### src/ilir_pkg.sv
// Package for the indexed list: sizes, codes, state and control types, helpers.
package ilir_pkg;

  localparam int DEPTH   = 64;
  localparam int ELEM_W  = 32;
  localparam int DATA_W  = 32;
  localparam int POS_W   = 7;
  localparam int CNT_W   = $clog2(DEPTH + 1);
  localparam int CMP_W   = (CNT_W > POS_W) ? CNT_W : POS_W;
  localparam int GRP_N   = 8;
  localparam int GRP_CNT = (DEPTH + GRP_N - 1) / GRP_N;

  // Command codes; the fourth code has no meaning and is refused.
  typedef enum logic [1:0] {
    CMD_INSERT = 2'd0,
    CMD_REMOVE = 2'd1,
    CMD_READ   = 2'd2
  } cmd_t;

  typedef enum logic [1:0] {
    ST_DONE  = 2'd0,
    ST_RANGE = 2'd1,
    ST_FULL  = 2'd2
  } status_t;

  typedef enum logic [1:0] {
    S_IDLE,
    S_EXEC,
    S_GATHER,
    S_RESULT
  } state_t;

  // Broadcast from the controller to every cell of the row.
  typedef struct packed {
    logic              ins;
    logic              rem;
    logic [CMP_W-1:0]  pos;
    logic [ELEM_W-1:0] val;
  } cell_ctl_t;

  // Result of one beat as held by the controller.
  typedef struct packed {
    logic             valid;
    logic             rd_ok;
    logic [1:0]       status;
    logic [CNT_W-1:0] count;
  } res_t;

  // Fit a port word into the stored element width.
  function automatic logic [ELEM_W-1:0] to_elem(input logic [DATA_W-1:0] v);
    logic [ELEM_W+DATA_W-1:0] w;
    w = {{ELEM_W{1'b0}}, v};
    return w[ELEM_W-1:0];
  endfunction

  // Fit a stored element onto the read port.
  function automatic logic [DATA_W-1:0] to_data(input logic [ELEM_W-1:0] e);
    logic [ELEM_W+DATA_W-1:0] w;
    w = {{DATA_W{1'b0}}, e};
    return w[DATA_W-1:0];
  endfunction

endpackage

### src/ilir_cell.sv
// One list cell: holds one element and takes from its neighbors on a shift.
module ilir_cell (
  input  logic                       clk,
  input  ilir_pkg::cell_ctl_t        ctl,
  input  logic [ilir_pkg::CMP_W-1:0] idx,
  input  logic [ilir_pkg::ELEM_W-1:0] left_i,
  input  logic [ilir_pkg::ELEM_W-1:0] right_i,
  output logic [ilir_pkg::ELEM_W-1:0] entry_o,
  output logic [ilir_pkg::ELEM_W-1:0] rd_o
);
  import ilir_pkg::*;

  logic [ELEM_W-1:0] entry_r, entry_nxt;
  logic [ELEM_W-1:0] rd_r, rd_nxt;

  // Insert moves cells above the position up; remove pulls cells at and above it down.
  always_comb begin
    entry_nxt = entry_r;
    priority if (ctl.ins && (idx > ctl.pos)) begin
      entry_nxt = left_i;
    end else if (ctl.ins && (idx == ctl.pos)) begin
      entry_nxt = ctl.val;
    end else if (ctl.rem && (idx >= ctl.pos)) begin
      entry_nxt = right_i;
    end else begin
      entry_nxt = entry_r;
    end
    rd_nxt = (idx == ctl.pos) ? entry_r : '0;
  end

  // Element and gated read word; payload only, no reset.
  always_ff @(posedge clk) begin
    entry_r <= entry_nxt;
    rd_r    <= rd_nxt;
  end

  assign entry_o = entry_r;
  assign rd_o    = rd_r;

endmodule

### config.mk
export PLATFORM = sky130hd
export DESIGN_NAME = ilir_cell
export DESIGN_NICKNAME = d
export VERILOG_FILES = /design/src/ilir_pkg.sv /design/src/ilir_cell.sv
export SDC_FILE = /design/constraint.sdc
export NUM_CORES = 1
export LEC_CHECK = 0
export BUFFER_PORTS_ARGS = -buffer_cell sky130_fd_sc_hd__buf_2
export CORE_MARGIN = 4
export CORE_UTILIZATION = 47
export CTS_CLUSTER_SIZE = 10
export DETAILED_ROUTE_END_ITERATION = 12
export GPL_ROUTABILITY_DRIVEN = 0
export GPL_TIMING_DRIVEN = 0
export PLACE_DENSITY = 0.82
export SLEW_MARGIN = 20
export SYNTH_ARGS = -nofsm -noshare
export SYNTH_HDL_FRONTEND = slang
export SYNTH_SLANG_ARGS = --single-unit
### constraint.sdc
create_clock -name clk -period 4.6 [get_ports clk]
set_clock_uncertainty 0.05 [all_clocks]
set_input_delay 0.69 -clock clk [delete_from_list [all_inputs] [get_ports clk]]
set_output_delay 0.69 -clock clk [all_outputs]
set_load 0.01 [all_outputs]
==> impl_metrics.env <==
export IMPL_final_util=0.6668
export IMPL_static_leakage_power_uw=0.002330
export IMPL_setup_repair_after_global_routing_missed_its_margin="no"
export IMPL_yosys_warning_total=0
export IMPL_post_cts_hold_buffer_count=0
export IMPL_io_buffers=176
export IMPL_postCtsResizedCells=0
export IMPL_worst_setup_path_end_kind="flop"
export IMPL_std_cell_rows=29
export IMPL_final_period_minus_worst_setup_slack_ps=2427
export IMPL_path_delay_family="compound AO/OA/AOI/OAI gates"
export IMPL_cp_slowest_stage_delay_ps=440
export IMPL_setup_viol=0
export IMPL_layout_drive_gt1_share=0.6819
export IMPL_drv_slew=0
export IMPL_initial_drc_count=35
export IMPL_mappedNetlistArea_sq_um=3068
export IMPL_grtUsageMet3=0.06052
export IMPL_crit_buf_inv=3
export IMPL_clock_latency_ps=330
export IMPL_routed_via_density=4.896
export IMPL_powerDensity_nw_per_um2=330.5
export IMPL_drv_max_cap_violation_count=0
export IMPL_drt_antenna_violating_nets=0
export IMPL_commonest_non_fill_non_tap_cells_in_the_layout="176 x buf_2, 60 x mux2_4, 32 x edfxtp_1, 32 x dfxtp_1, 30 x and3_1"
export IMPL_vdd_drop_max_mv=0.2410
export IMPL_yosys_area_share_adder=0.02855
export IMPL_globalRoute_busiestLayer="met2"
export IMPL_critical_path_arrival_ps=2450
export IMPL_post_synth_mux_area_share=0.3083
export IMPL_synth_simple_gate_area_frac=0.08524
export IMPL_via_count_of_the_first_global_routing_pass=2333
export IMPL_drt_wl_total_um=7599
export IMPL_synth_seq_cells=64
export IMPL_clkSinkCount=64
export IMPL_num_antenna_cells=0
export IMPL_outcome="finished clean"
export IMPL_critical_path_cell_by_cell="buf_2 > inv_1 > ha_1 > a21oi_1 > o21ai_0 > o221ai_2 > buf_6 > mux2_4"
export IMPL_coreArea_sq_um=6350
export IMPL_groute_layer_met2_usage=0.3408
export IMPL_layout_worst_path_cycle_share=0.5277
export IMPL_crit_path_max_fanout=10
export IMPL_floorplan_initialDensity=0.4832
export IMPL_place_worst_setup_slack_ps=1802
export IMPL_die_area_sq_um=7885
export IMPL_cts_post_setup_buffers_inserted=0
export IMPL_worst_ep_required_time_ps=4630
export IMPL_chipHeight_um=88.80
export IMPL_compound_cell_area_share_of_the_yosys_netlist=0.01794
export IMPL_gr_usage_met1=0.1934
export IMPL_global_route_usage_total=0.1872
export IMPL_global_route_overflow_total=0
export IMPL_finalWorstSetupSlack_ps=2173
export IMPL_post_layout_net_count=508
export IMPL_yosys_area_share_xor_xnor=0
export IMPL_hold_violations=0
export IMPL_crit_path_start_kind="primary input"
export IMPL_post_route_drc_count=0
export IMPL_ys_seq_area_frac=0.5220
export IMPL_netlist_cell_type_count=21
export IMPL_synthCells=201
export IMPL_htreeDepth=3
export IMPL_max_clock_freq_mhz=412.0
export IMPL_grt_pass1_wl_um=10970
export IMPL_avgSynthCellArea_sq_um=15.26
export IMPL_tritoncts_num_buffers=9
export IMPL_grt_antenna_before_repair=0
export IMPL_post_syn_nets=321
export IMPL_clk_pin_slew_worst_paths_ps=70
export IMPL_totalNegativeSetupSlack_ps=0
export IMPL_number_of_detailed_route_iterations_in_the_first_pass=4
export IMPL_path_class="in -> reg"
export IMPL_grt_max_degree=33
export IMPL_routed_via_count=2301
export IMPL_combinational_family_with_the_most_area_after_synthesis="multiplexers"
export IMPL_root_buffer="clkbuf_8"
export IMPL_slew_headroom=0.5072
export IMPL_holdCritPathClass="reg -> reg"
export IMPL_cpMaxStageDelayCell="o221ai_2"
export IMPL_max_slew_worst_pin_slew_ps=739.2
export IMPL_pin_count=177
export IMPL_dp_hpwl_um=6247
export IMPL_mostFrequentLayoutCell="buf_2"
export IMPL_tritoncts="built"
export IMPL_fp_dieW_um=88.80
export IMPL_clock_buffer_depth=2
export IMPL_wl_per_cell_um=16.17
export IMPL_area_growth_synth_to_final_pct=38.01
-- area by class of cell --
class / count / area (sq um)
fill: 485 / 2116
sequential: 64 / 1602
multi-input combinational: 118 / 1351
timing repair buffer: 176 / 880.8
clock buffer: 10 / 127.6
tap: 77 / 96.34
buffer: 12 / 90.09
clock inverter: 6 / 60.06
inverter: 7 / 26.28
-- cells by family after synthesis --
kind of cell | count (synthesis)
mux | 64
flops | 64
buf+inv | 19
fa+ha+maj | 7
simple gates | 39
compound gates | 8
-- report_power, final --
part,switching [uW],internal [uW],total [uW]
combinational,117,141,259
sequential,21.3,658,679
clock,214,247,462
total,353,1050,1400
-- per-stage QoR --
stage,instance area (sq um),hold slack (ps),std cells,total power [uW]
after floorplan,3068,496.1,201,831.3
after global placement,4045,424.5,454,942.8
after detailed placement,4046,431.7,454,952.8
after CTS,4234,450.6,470,1413
after global routing,4234,466.0,470,1458
final,4234,451.0,470,1399
-- state kept, by name, indices dropped and copies added (netlist names) --
signal	count
entry_o	32
rd_o	32
-- path summary, 6_finish.rpt --
check	start	endpoint	slack, ps	cells past startpoint
max	ctl[38]	entry_o[21]$_DFFE_PP_	2170	8
min	entry_o[12]$_DFFE_PP_	rd_o[12]$_SDFF_PP0_	450	1
max reg2reg	entry_o[31]$_DFFE_PP_	rd_o[31]$_SDFF_PP0_	3870	1
min reg2reg	entry_o[12]$_DFFE_PP_	rd_o[12]$_SDFF_PP0_	450	1
-- synthesized netlist by cell type, drive strengths merged --
cell type | instances | share of area
a21oi | 4 | 0.0065
a31oi | 1 | 0.0020
and3 | 33 | 0.069
and4 | 1 | 0.0037
buf | 6 | 0.022
clkbuf | 6 | 0.0073
dfxtp | 32 | 0.21
edfxtp | 32 | 0.31
ha | 7 | 0.029
inv | 7 | 0.0086
mux2 | 64 | 0.31
nand2 | 1 | 0.0012
nand3 | 2 | 0.0073
nand3b | 1 | 0.0024
nand4 | 1 | 0.0020
o21ai | 1 | 0.0016
o221ai | 1 | 0.0049
o22a | 1 | 0.0029
-- metal layers --
| metal | share of wire | vias to the layer above | wire length [um] |
|---|---|---|---|
| li1 | - | 1118 | - |
| met1 | 0.36 | 1051 | 2725 |
| met2 | 0.52 | 117 | 3952 |
| met3 | 0.099 | 15 | 754 |
| met4 | 0.022 | 0 | 167 |
| met5 | 0 | - | 0 |
Note: power is estimated with default switching activity, not from simulation.
