===== src/ilir_pkg.sv =====
// Package for the indexed list: sizes, codes, state and control types, helpers.
package ilir_pkg;

  localparam int DEPTH   = 64;
  localparam int ELEM_W  = 32;
  localparam int DATA_W  = 32;
  localparam int POS_W   = 7;
  localparam int CNT_W   = $clog2(DEPTH + 1);
  localparam int CMP_W   = (CNT_W > POS_W) ? CNT_W : POS_W;
  localparam int GRP_N   = 8;
  localparam int GRP_CNT = (DEPTH + GRP_N - 1) / GRP_N;

  // Command codes; the fourth code has no meaning and is refused.
  typedef enum logic [1:0] {
    CMD_INSERT = 2'd0,
    CMD_REMOVE = 2'd1,
    CMD_READ   = 2'd2
  } cmd_t;

  typedef enum logic [1:0] {
    ST_DONE  = 2'd0,
    ST_RANGE = 2'd1,
    ST_FULL  = 2'd2
  } status_t;

  typedef enum logic [1:0] {
    S_IDLE,
    S_EXEC,
    S_GATHER,
    S_RESULT
  } state_t;

  // Broadcast from the controller to every cell of the row.
  typedef struct packed {
    logic              ins;
    logic              rem;
    logic [CMP_W-1:0]  pos;
    logic [ELEM_W-1:0] val;
  } cell_ctl_t;

  // Result of one beat as held by the controller.
  typedef struct packed {
    logic             valid;
    logic             rd_ok;
    logic [1:0]       status;
    logic [CNT_W-1:0] count;
  } res_t;

  // Fit a port word into the stored element width.
  function automatic logic [ELEM_W-1:0] to_elem(input logic [DATA_W-1:0] v);
    logic [ELEM_W+DATA_W-1:0] w;
    w = {{ELEM_W{1'b0}}, v};
    return w[ELEM_W-1:0];
  endfunction

  // Fit a stored element onto the read port.
  function automatic logic [DATA_W-1:0] to_data(input logic [ELEM_W-1:0] e);
    logic [ELEM_W+DATA_W-1:0] w;
    w = {{DATA_W{1'b0}}, e};
    return w[DATA_W-1:0];
  endfunction

endpackage


===== src/ilir_ctrl.sv =====
// Controller: command sequencing, element count and status.
module ilir_ctrl (
  input  logic                       clk,
  input  logic                       rst_n,
  input  logic                       start,
  input  logic [1:0]                 cmd,
  input  logic [ilir_pkg::POS_W-1:0] pos,
  input  logic [ilir_pkg::DATA_W-1:0] val,
  output logic                       busy,
  output ilir_pkg::cell_ctl_t        ctl,
  output logic                       gather,
  output ilir_pkg::res_t             res
);
  import ilir_pkg::*;

  state_t            state_r, state_nxt;
  logic [1:0]        cmd_r;
  logic [CMP_W-1:0]  pos_r;
  logic [ELEM_W-1:0] val_r;
  logic [CNT_W-1:0]  count_r, count_nxt;
  logic [1:0]        status_r, status_nxt;
  logic              rd_ok_r, rd_ok_nxt;
  logic [CMP_W-1:0]  cnt_ext;
  logic              accept;

  assign cnt_ext = CMP_W'(count_r);
  assign busy    = (state_r != S_IDLE) && (state_r != S_RESULT);
  assign accept  = start && !busy;

  // Next state, command decode and cell control.
  always_comb begin
    state_nxt  = state_r;
    count_nxt  = count_r;
    status_nxt = status_r;
    rd_ok_nxt  = rd_ok_r;
    ctl.ins    = 1'b0;
    ctl.rem    = 1'b0;
    ctl.pos    = pos_r;
    ctl.val    = val_r;
    gather     = 1'b0;
    unique case (state_r)
      S_IDLE, S_RESULT: begin
        state_nxt = accept ? S_EXEC : S_IDLE;
      end
      S_EXEC: begin
        state_nxt  = S_GATHER;
        status_nxt = ST_RANGE;
        rd_ok_nxt  = 1'b0;
        unique case (cmd_r)
          CMD_INSERT: begin
            if (pos_r > cnt_ext) begin
              status_nxt = ST_RANGE;
            end else if (cnt_ext >= CMP_W'(DEPTH)) begin
              status_nxt = ST_FULL;
            end else begin
              status_nxt = ST_DONE;
              ctl.ins    = 1'b1;
              count_nxt  = count_r + 1'b1;
            end
          end
          CMD_REMOVE: begin
            if (pos_r < cnt_ext) begin
              status_nxt = ST_DONE;
              ctl.rem    = 1'b1;
              count_nxt  = count_r - 1'b1;
            end
          end
          CMD_READ: begin
            if (pos_r < cnt_ext) begin
              status_nxt = ST_DONE;
              rd_ok_nxt  = 1'b1;
            end
          end
          default: begin
            status_nxt = ST_RANGE;
          end
        endcase
      end
      S_GATHER: begin
        gather    = 1'b1;
        state_nxt = S_RESULT;
      end
      default: begin
        state_nxt = S_IDLE;
      end
    endcase
  end

  // Control state.
  always_ff @(posedge clk) begin
    if (!rst_n) begin
      state_r <= S_IDLE;
      count_r <= '0;
    end else begin
      state_r <= state_nxt;
      count_r <= count_nxt;
    end
  end

  // Captured command and per-beat result fields.
  always_ff @(posedge clk) begin
    if (accept) begin
      cmd_r <= cmd;
      pos_r <= CMP_W'(pos);
      val_r <= to_elem(val);
    end
    status_r <= status_nxt;
    rd_ok_r  <= rd_ok_nxt;
  end

  assign res.valid  = (state_r == S_RESULT);
  assign res.rd_ok  = rd_ok_r;
  assign res.status = status_r;
  assign res.count  = count_r;

  // The count never passes the list capacity.
  a_count_bound: assert property (@(posedge clk) disable iff (!rst_n)
    count_r <= CNT_W'(DEPTH))
    else $error("element count above capacity");

  // A successful insert grows the count by one.
  a_ins_count: assert property (@(posedge clk) disable iff (!rst_n)
    ctl.ins |=> (count_r == $past(count_r) + 1'b1))
    else $error("insert did not grow the count");

  // Insert and remove never shift the row together.
  a_ins_rem: assert property (@(posedge clk) disable iff (!rst_n)
    !(ctl.ins && ctl.rem))
    else $error("insert and remove at once");

  // Between two result strobes out_valid stays low through the execute and gather states.
  a_strobe_gap: assert property (@(posedge clk) disable iff (!rst_n)
    res.valid |=> !res.valid ##1 !res.valid)
    else $error("result strobes too close");

endmodule


===== config.mk =====
export PLATFORM = sky130hd
export DESIGN_NAME = ilir_ctrl
export DESIGN_NICKNAME = d
export VERILOG_FILES = /design/src/ilir_pkg.sv /design/src/ilir_ctrl.sv
export SDC_FILE = /design/constraint.sdc
export NUM_CORES = 1
export LEC_CHECK = 0
export BUFFER_PORTS_ARGS = -buffer_cell sky130_fd_sc_hd__clkbuf_2
export CAP_MARGIN = 20
export CORE_MARGIN = 1.5
export CORE_UTILIZATION = 50
export CTS_CLUSTER_DIAMETER = 150
export CTS_CLUSTER_SIZE = 25
export DETAILED_ROUTE_END_ITERATION = 16
export HOLD_SLACK_MARGIN = 0.12
export MAX_ROUTING_LAYER = met4
export PLACE_DENSITY_LB_ADDON = 0.08
export SYNTH_ARGS = -nofsm -noshare
export SYNTH_HDL_FRONTEND = slang
export SYNTH_SLANG_ARGS = --single-unit

===== constraint.sdc =====
create_clock -name clk -period 6.4 [get_ports clk]
set_input_delay 1.92 -clock clk [delete_from_list [all_inputs] [get_ports clk]]
set_output_delay 1.92 -clock clk [all_outputs]
set_load 0.05 [all_outputs]

==> flow_metrics.env <==
export IMPL_fmax_mhz=237
export IMPL_tightest_slew_ps=913
export IMPL_core_um2=4410
export IMPL_clkTransAtPathRegs_ps=100
export IMPL_antenna_left=0
export IMPL_syn_area_per_cell_um2=14.6
export IMPL_utilization_pct=66.6
export IMPL_r2r_cells=9
export IMPL_worstPathRequired_ps=4480
export IMPL_wl_per_cell_um=15.0
export IMPL_routed_wl_um=4700
export IMPL_syn_inst=158
export IMPL_fill_cells=329
export IMPL_min_to="cnt_ext[4]"
export IMPL_critPathMaxFanout=4
export IMPL_num_vias=1582
export IMPL_outcome="finished, final reports clean"
export IMPL_setup_ws_ps=2180
export IMPL_firstDrtPassIters=4
export IMPL_finClkSkew_ps=10.6
export IMPL_arrival_ps=2300
export IMPL_r2r_setup_slack_ps=3620
export IMPL_synth_top_area_share_pct=57.1
export IMPL_holdCritPathClass="flip-flop to flip-flop"
export IMPL_max_slew_margin_pct=39.1
export IMPL_synth_edf_count=44
export IMPL_synth_top_cell_by_area="edfxtp_1"
export IMPL_cap_violations=0
export IMPL_rsz0062_at_grt="false"
export IMPL_whs_ps=526
export IMPL_ir_worst_vdd_uv=238
export IMPL_track_usage_pct=20.0
export IMPL_whs_path_depth=2
export IMPL_place_hpwl_um=3670
export IMPL_final_cell_mix="97 x clkbuf_2, 44 x edfxtp_1, 19 x ha_1, 15 x inv_1, 10 x a21oi_1"
export IMPL_cts_root_buf="clkbuf_8"
export IMPL_end_kind="output port"
export IMPL_drc=0
export IMPL_synth_warnings=0
export IMPL_cts_sinks=53
export IMPL_finalHoldViolCount=0
export IMPL_final_area_um2=2940
export IMPL_numPortBuffers=97
export IMPL_power_density_nw_per_um2=295
export IMPL_worstSetupStartpointType="flip-flop"
export IMPL_hp_start="cnt_ext[4]"
export IMPL_async_reset_ff_share_pct=0
export IMPL_pre_cts_ws_ps=2520
export IMPL_dieHeight_um=71.0
export IMPL_synth_area_top_cells="edfxtp_1 57%, ha_1 10%, dfxtp_1 7.8%"
export IMPL_antenna_found_initial=0
export IMPL_die_area_um2=5040
export IMPL_cts_tree="done"
export IMPL_grt_max_degree=43
export IMPL_cts_max_path_buffers=2
export IMPL_nNetsFinal=324
export IMPL_setup_viol=0
export IMPL_synth_net_count=222
export IMPL_power_mw=0.868
export IMPL_cts_setup_buffers=0
export IMPL_place_area_um2=2850
export IMPL_ioPinCount=98
export IMPL_seqCellArea_um2=1500
export IMPL_syn_to_final_growth_pct=27.1
export IMPL_final_common_cell="clkbuf_2"
export IMPL_die_w_um=71.0
export IMPL_antennaDiodeCount=0
export IMPL_initial_core_util_pct=52.4
export IMPL_path_class="flip-flop to output port"
export IMPL_dpl_cell_count=305
export IMPL_grt_overflow=0
export IMPL_place_congestion=0.788
export IMPL_period_needed_ps=4220
export IMPL_drtIter0Drc=60
export IMPL_reg2reg_from="cmd_r[1]"
export IMPL_grt_pass1_wl_um=7390
export IMPL_reg2reg_to="cnt_ext[6]"
export IMPL_synth_cell_area_um2=2310
export IMPL_fin_crit_sh_pct=65.9
export IMPL_finalNonFillerCells=313
export IMPL_finalSetupTns_ps=0
export IMPL_cts_hold_buf=0
export IMPL_drv_slew=0
export IMPL_multi_input_area_um2=738
export IMPL_synth_yosys_seq_area_share_pct=64.9
export IMPL_leakage_nw=1.30
export IMPL_vias_per_cell=5.05
export IMPL_cts_made_buffers=5
export IMPL_dominantRegCellSynth="edfxtp_1"
export IMPL_insertion_delay_ps=300
export IMPL_ys_types=42
export IMPL_grt_pass1_vias=1599
export IMPL_ctsResizeCount=0
export IMPL_layout_drive_gt1_share_pct=43.7
export IMPL_synth_seq_cells=53
export IMPL_htreeDepth=2
export IMPL_rows=24
[cells in the mapped netlist, types with 3 or more instances]
cell type  count
a21oi_1       10
and2_1         3
and3_1         3
dfxtp_1        9
edfxtp_1      44
ha_1          19
inv_1         15
nand2b_1       4
nand4_1        3
nor2_1         3
nor3_1         3
o21ai_1        3
[routing by layer]
| metal | global-route usage [%] | routed length, um | share of wire [%] |
|---|---|---|---|
| met1 | 22.9 | 1950 | 41 |
| met4 | 6.71 | 42 | 0.89 |
| met5 | - | 0 | 0 |
| met3 | 6.13 | 326 | 6.9 |
| met2 | 33.5 | 2380 | 51 |
[power by group]
group | leakage, nW | total, mW | switching [mW] | internal (mW)
Clock | 0.0462 | 0.187 | 0.109 | 0.0779
Sequential | 0.494 | 0.432 | 0.0130 | 0.419
Combinational | 0.757 | 0.249 | 0.191 | 0.0582
Total | 1.30 | 0.868 | 0.313 | 0.555
[flip-flops by register name, summed over array words and instances, names as in the netlist]
name / flops
cnt_ext: 7
rd_ok_r: 1
status_r: 2
state_r: 2
cmd_r: 2
val_r: 32
pos_r: 7
[worst max path at each step]
stage	to	from	slack, ps	cells past startpoint
3_5_place_dp	ctl[40]	pos_r[4]	2520	7
5_1_grt	ctl[40]	pos_r[4]	2040	7
3_3_place_gp	ctl[40]	pos_r[4]	2580	7
2_1_floorplan	ctl[40]	cnt_ext[4]	2250	7
6_report	ctl[40]	pos_r[4]	2180	7
4_1_cts	ctl[40]	pos_r[4]	2170	7
[worst max-delay path, cell delays in order (launching register included)]
cell	delay (ps)
edfxtp_1	420
ha_1	320
a211o_1	290
a21oi_4	180
and2_1	180
nand2b_1	130
and4_1	190
clkbuf_2	270
[cell families after synthesis]
| kind of cell | after synthesis | share of synthesized area (%) |
|---|---|---|
| simple gates | 29 | 7.25 |
| xor+xnor | 2 | 0.757 |
| fa+ha+maj | 20 | 11.1 |
| mux | 1 | 0.433 |
| flops | 53 | 64.9 |
| compound gates | 35 | 12.3 |
| buf+inv | 18 | 3.24 |
[cell type report]
class	instances	area share, %
clock buffer	5	2.34
clock inverter	3	0.723
inverter	16	2.04
multi-input combinational	87	25.1
sequential	53	51.1
tap	52	2.21
timing repair buffer	97	16.5
Note: power is estimated with default switching activity, not from simulation.
